[src/rtl/core/sdsvf_pkg.sv]
`timescale 1ns / 1ps
`default_nettype none
// ----------------------------------------------------------------------------
// sdsvf_pkg
// Shared types and constants of the stereo band filter.
// ----------------------------------------------------------------------------
package sdsvf_pkg;

    localparam int SAMPLE_WIDTH_DEF = 24;
    localparam int STATE_WIDTH_DEF  = 32;
    localparam int COEF_WIDTH       = 32;
    localparam int WEIGHT_WIDTH     = 16;
    localparam int GAIN_WIDTH       = 18;
    localparam int CFG_INDEX_WIDTH  = 3;
    localparam logic [GAIN_WIDTH-1:0] GAIN_MAX = 18'd131072;
    localparam longint T_Q30 = 966367642;
    localparam longint D_Q30 = 107374182;

    typedef enum logic [2:0] {
        REG_DAMPING_K    = 3'd0,
        REG_LOW_EDGE_A1  = 3'd1,
        REG_LOW_EDGE_A2  = 3'd2,
        REG_LOW_EDGE_A3  = 3'd3,
        REG_HIGH_EDGE_A1 = 3'd4,
        REG_HIGH_EDGE_A2 = 3'd5,
        REG_HIGH_EDGE_A3 = 3'd6,
        REG_PHASE_WEIGHT = 3'd7
    } reg_index_t;

    // Datapath operations issued by the controller.
    typedef enum logic [3:0] {
        OP_LOAD,    // x from sample, select channel
        OP_V3,      // v3 = x - ic2
        OP_V1,      // v1 = a1*ic1 + a2*v3
        OP_V2,      // v2 = ic2 + a2*ic1 + a3*v3
        OP_IC,      // write both integrators
        OP_HP,      // hp = x - k*v1 - v2, becomes next section input
        OP_Q,       // q = v1l + v1h
        OP_Y,       // y = v2 + sign*w*q
        OP_LIM,     // start soft limit divide
        OP_LIMFIN,  // finish soft limit
        OP_GAIN,    // gain and output rescale
        OP_PUT,     // copy the finished pair to the output register
        OP_NOP
    } dp_op_t;

    typedef struct packed {
        dp_op_t     op;
        logic       chan;     // 0 left, 1 right
        logic       sect;     // 0 low edge, 1 high edge
    } dp_cmd_t;

    typedef struct packed {
        logic div_busy;
    } dp_stat_t;

endpackage : sdsvf_pkg
`default_nettype wire

[src/rtl/core/sdsvf_ctrl.sv]
`timescale 1ns / 1ps
`default_nettype none
// ----------------------------------------------------------------------------
// sdsvf_ctrl
// Sequencer that steps the datapath through both channels of one item.
// ----------------------------------------------------------------------------
module sdsvf_ctrl
    import sdsvf_pkg::*;
(
    input  wire logic     clk,
    input  wire logic     rst_n,
    input  wire logic     in_fire,
    input  wire logic     out_free,
    input  wire dp_stat_t stat,
    output dp_cmd_t       cmd,
    output logic          busy,
    output logic          done
);

    typedef enum logic [3:0] {
        S_IDLE, S_LOAD, S_V3, S_V1, S_V2, S_IC, S_HP, S_Q, S_Y,
        S_LIM, S_WAIT, S_FIN, S_GAIN, S_PUT
    } state_t;

    state_t state_reg, state_next;
    logic   chan_reg, chan_next;
    logic   sect_reg, sect_next;

    always_comb
    begin
        state_next = state_reg;
        chan_next  = chan_reg;
        sect_next  = sect_reg;
        cmd.op     = OP_NOP;
        cmd.chan   = chan_reg;
        cmd.sect   = sect_reg;
        done       = 1'b0;
        unique case (state_reg)
            S_IDLE:
            begin
                if (in_fire)
                begin
                    state_next = S_LOAD;
                    chan_next  = 1'b0;
                end
            end
            S_LOAD:
            begin
                cmd.op = OP_LOAD; sect_next = 1'b0; state_next = S_V3;
            end
            S_V3: begin cmd.op = OP_V3; state_next = S_V1; end
            S_V1: begin cmd.op = OP_V1; state_next = S_V2; end
            S_V2: begin cmd.op = OP_V2; state_next = S_IC; end
            S_IC:
            begin
                cmd.op = OP_IC;
                state_next = sect_reg ? S_Q : S_HP;
            end
            S_HP:
            begin
                cmd.op = OP_HP; sect_next = 1'b1; state_next = S_V3;
            end
            S_Q: begin cmd.op = OP_Q; state_next = S_Y; end
            S_Y: begin cmd.op = OP_Y; state_next = S_LIM; end
            S_LIM: begin cmd.op = OP_LIM; state_next = S_WAIT; end
            S_WAIT: if (!stat.div_busy) state_next = S_FIN;
            S_FIN: begin cmd.op = OP_LIMFIN; state_next = S_GAIN; end
            S_GAIN:
            begin
                cmd.op = OP_GAIN;
                if (chan_reg)
                    state_next = S_PUT;
                else
                begin
                    chan_next  = 1'b1;
                    state_next = S_LOAD;
                end
            end
            S_PUT:
            begin
                if (out_free)
                begin
                    cmd.op = OP_PUT;
                    done = 1'b1;
                    state_next = S_IDLE;
                end
            end
            default: state_next = S_IDLE;
        endcase
    end

    assign busy = (state_reg != S_IDLE);

    always_ff @(posedge clk or negedge rst_n)
    begin
        if (!rst_n)
        begin
            state_reg <= S_IDLE;
            chan_reg  <= 1'b0;
            sect_reg  <= 1'b0;
        end
        else
        begin
            state_reg <= state_next;
            chan_reg  <= chan_next;
            sect_reg  <= sect_next;
        end
    end

endmodule : sdsvf_ctrl
`default_nettype wire

[config.mk]
export PLATFORM = sky130hd
export DESIGN_NAME = sdsvf_ctrl
export DESIGN_NICKNAME = d
export VERILOG_FILES = /design/src/rtl/core/sdsvf_pkg.sv /design/src/rtl/core/sdsvf_ctrl.sv
export SDC_FILE = /design/constraint.sdc
export NUM_CORES = 1
export LEC_CHECK = 0
export ABC_AREA = 1
export BUFFER_PORTS_ARGS = -buffer_cell sky130_fd_sc_hd__clkbuf_2
export CAP_MARGIN = 10
export CELL_PAD_IN_SITES_DETAIL_PLACEMENT = 0
export CELL_PAD_IN_SITES_GLOBAL_PLACEMENT = 1
export CORE_UTILIZATION = 34
export DETAILED_ROUTE_END_ITERATION = 10
export PLACE_DENSITY_LB_ADDON = 0.1
export SYNTH_ARGS = -nofsm -noshare
export SYNTH_HDL_FRONTEND = slang
export SYNTH_SLANG_ARGS = --single-unit
[constraint.sdc]
create_clock -name clk -period 1.51 [get_ports clk]
set_clock_uncertainty 0.15 [all_clocks]
set_input_delay 0.302 -clock clk [delete_from_list [all_inputs] [get_ports clk]]
set_output_delay 0.302 -clock clk [all_outputs]
set_load 0.1 [all_outputs]
---- After elaboration in Yosys (flattened, before gate mapping) ----
Index checks and enable logic that the tools add are counted.
Widths: inputs -> output; s select.
word-level totals
  bits in registers ....................... 6
  output and inout port bits .............. 8
operators by class
  reductions and logical operators ........ 7
  multiplexer cells ....................... 13
  eq/ne operators ......................... 16
operator list
  cell                number
  $pmux 4 s13         1
  $pmux 4 s12         1
  $eq 4x4->1 const B  6
  $eq 4x3->1 const B  4
  $mux 4              4
  $eq 4x2->1 const B  2
  $ne 2x2->1 const B  3
  $eq 4x1->1 const B  1
  $logic_not 4->1     1
  $mux 1              4
  $pmux 1 s2          2
  $reduce_bool 2->1   2
  $reduce_bool 4->1   1
  $mux 3              1
  $reduce_and 3->1    1
  $reduce_and 2->1    1
  $reduce_or 2->1     1

---- Logic depth before layout (Yosys ltp) ----
  depth in word-level cells ............... 3
  mapped depth ............................ 7

---- Worst setup path after synthesis ----
OpenSTA, ideal clock, no wires.
  path type ............................... register to output
  start ................................... reg state_reg[1]
  end ..................................... out cmd[5] (netlist bit)
  arrival ................................. 2.859 ns
  cell stages (with the launch flop) ...... 5
  setup slack ............................. -1.801 ns
  cells stage by stage .................... dfrtp_1 > inv_2 > nand2_2 > nor2_1 > nor3b_1
RTL lines
  what                    line               RTL
  from (decl)             sdsvf_ctrl.sv:25   state_t state_reg, state_next;
  from (signal assigned)  sdsvf_ctrl.sv:104  state_reg <= state_next;
  to (decl)               sdsvf_ctrl.sv:15   output dp_cmd_t cmd,

==> impl_metrics.ini <==
[status]
status = finished with violations
violations = setup timing

[timing]
rsz0062_at_grt = true
clock.fmax_mhz = 514
relSlewSlack = 0.867
setup_viol = 6
layout_min_cycle_time_ns = 1.94
worst_slack_ns = -0.434
drv_slew = 0
period_share = 1.29
worst_pin_slew_ns = 0.200
hold_viol_final = 0

[layout]
final_cells = 125
area_growth_pct = 100
diodes = 0
final_common_cell = buf_4
drive_gt1_frac = 0.636
finalNetCount = 116
layout_common_cells = buf_4 (17), nand2_1 (16), buf_12 (8)
largest_register_ff_count = 4

[route]
drc = 0
antenna_left = 0
drt-pass1-iter-count = 4
drtIter0Drc = 30
vias = 626
viasPerCell = 5.01
wire_per_inst_microns = 13.0
routed_wl_microns = 1620

[die]
core_sq_um = 1330
io_pins = 13
die_y_microns = 40.4
initial_core_util = 0.375
die_w_microns = 40.4
row_count = 13
fp.dieArea_sq_um = 1630

[synth]
synth_area_leaders = dfrtp_1 (30%), nand2_1 (14%), nor2_2 (8.8%)
post_synth_num_cell_types = 22
synth_cells = 74
ys_seq_area_frac = 0.300
synth_top_cell_area_share = 0.300
ys_warn_count = 0
syn-cell-area_sq_um = 500
yosys_register_bits = 6
synthesis.nets = 79
synth_top_area_cell = dfrtp_1
avgSynthCellArea_sq_um = 6.76

[grt]
grt_pass1_vias = 573
grt_usage = 0.235
grt_pass1_wl_microns = 2440
gr-total-overflow = 0
grt_start_max_net_pins = 8
grt_antenna_before_repair = 0

[clock_tree]
cts_tree = built
clk_path_buf_depth = 2
cts_buffers = 3
cts_max_level = 1
cts_root_buf = clkbuf_4
clk_pin_slew_ns = 0.05
clkLatencyLatePin_ns = 0.25
clkSinkCount = 6

[worst_setup_path]
r2r_start = state_reg[3]
arrival_ns = 1.49
cp.required_ns = 1.06
reg2reg_to = chan_reg
startpoint_type = register
r2r_setup_slack_ns = 0.06
cp-startpoint = state_reg[3]
cp-end-kind = output pin
crit_end = cmd[3]
worst_r2r_path_depth = 6
path_class = register to output pin
crit_path_max_fanout = 7

[placement]
place_hpwl_microns = 1150
portBuffers = 12
dp_cells = 114
gp_congestion = 0.746

[hold_path]
min_path_type = input pin to register

[run]
drv_cap = 0
==> metal layers <==
layer	vias up	share of wire	track usage
met5	-	0	0
met4	0	0.023	0.125
met3	6	0.033	0.0333
met2	18	0.55	0.393
met1	296	0.40	0.288
li1	306	-	-
==> metrics by stage <==
step           TNS [ns]  worst slack (ns)  cell area, sq um   util  hold WS, ns
2_1_floorplan     -2.39            -0.600               557      -       -0.144
3_3_place_gp     -0.572            -0.177               853  0.640      -0.0199
3_5_place_dp     -0.592            -0.170               853  0.640      -0.0135
4_1_cts           -2.09            -0.398               945  0.708        0.203
5_1_grt           -2.62            -0.498              1000  0.750        0.223
6_report          -2.27            -0.434              1000  0.750        0.191
==> logic make-up after synthesis <==
kind of cell	synth area share
simple gates	0.473
flops	0.300
buf+inv	0.122
compound gates	0.105
==> Yosys cell counts, drive strengths merged <==
cell type and count:
a21oi 2, a22oi 1, buf 2, clkinv 1, dfrtp 6, inv 11
nand2 21, nand3 8, nand3b 1, nand4 1, nor2 13, nor3 1
nor3b 1, o21a 1, o21ai 3, o2bb2ai 1
==> worst max-delay path, stage by stage, from the launching register on <==
cell and delay, ns:
dfrtp_2 0.47, inv_4 0.11, nand2_4 0.06, nor2_4 0.18, a21oi_2 0.06, nand4_1 0.15
buf_12 0.20
==> how the worst min path moves through the flow <==
stage	slack, ns	cells after the start	start	to
CTS	0.20	4	in_fire	chan_reg
global placement	-0.02	1	rst_n	chan_reg
floorplan	-0.14	0	rst_n	chan_reg
finish	0.19	4	in_fire	chan_reg
detailed placement	-0.01	1	rst_n	chan_reg
global route	0.22	4	in_fire	chan_reg
==> timing repair <==
item	CTS	global route
gates cloned	0	0
endpoints found under the hold margin	6	0
hold buffers	1	0
setup buffers	3	3
pin swaps	5	7
gates resized for setup	10	11
setup endpoints to repair	6	8
==> area by class of cell <==
cell class / instances / area, sq um
clock buffer: 4 / 26.3
multi-input combinational: 54 / 385
timing repair buffer: 34 / 363
inverter: 12 / 53.8
tap: 15 / 18.8
sequential: 6 / 154
fill: 90 / 333
Power is left out: the tool's default activity adds up to more than one toggle a clock period on the data nets, which glitch-free logic cannot reach.
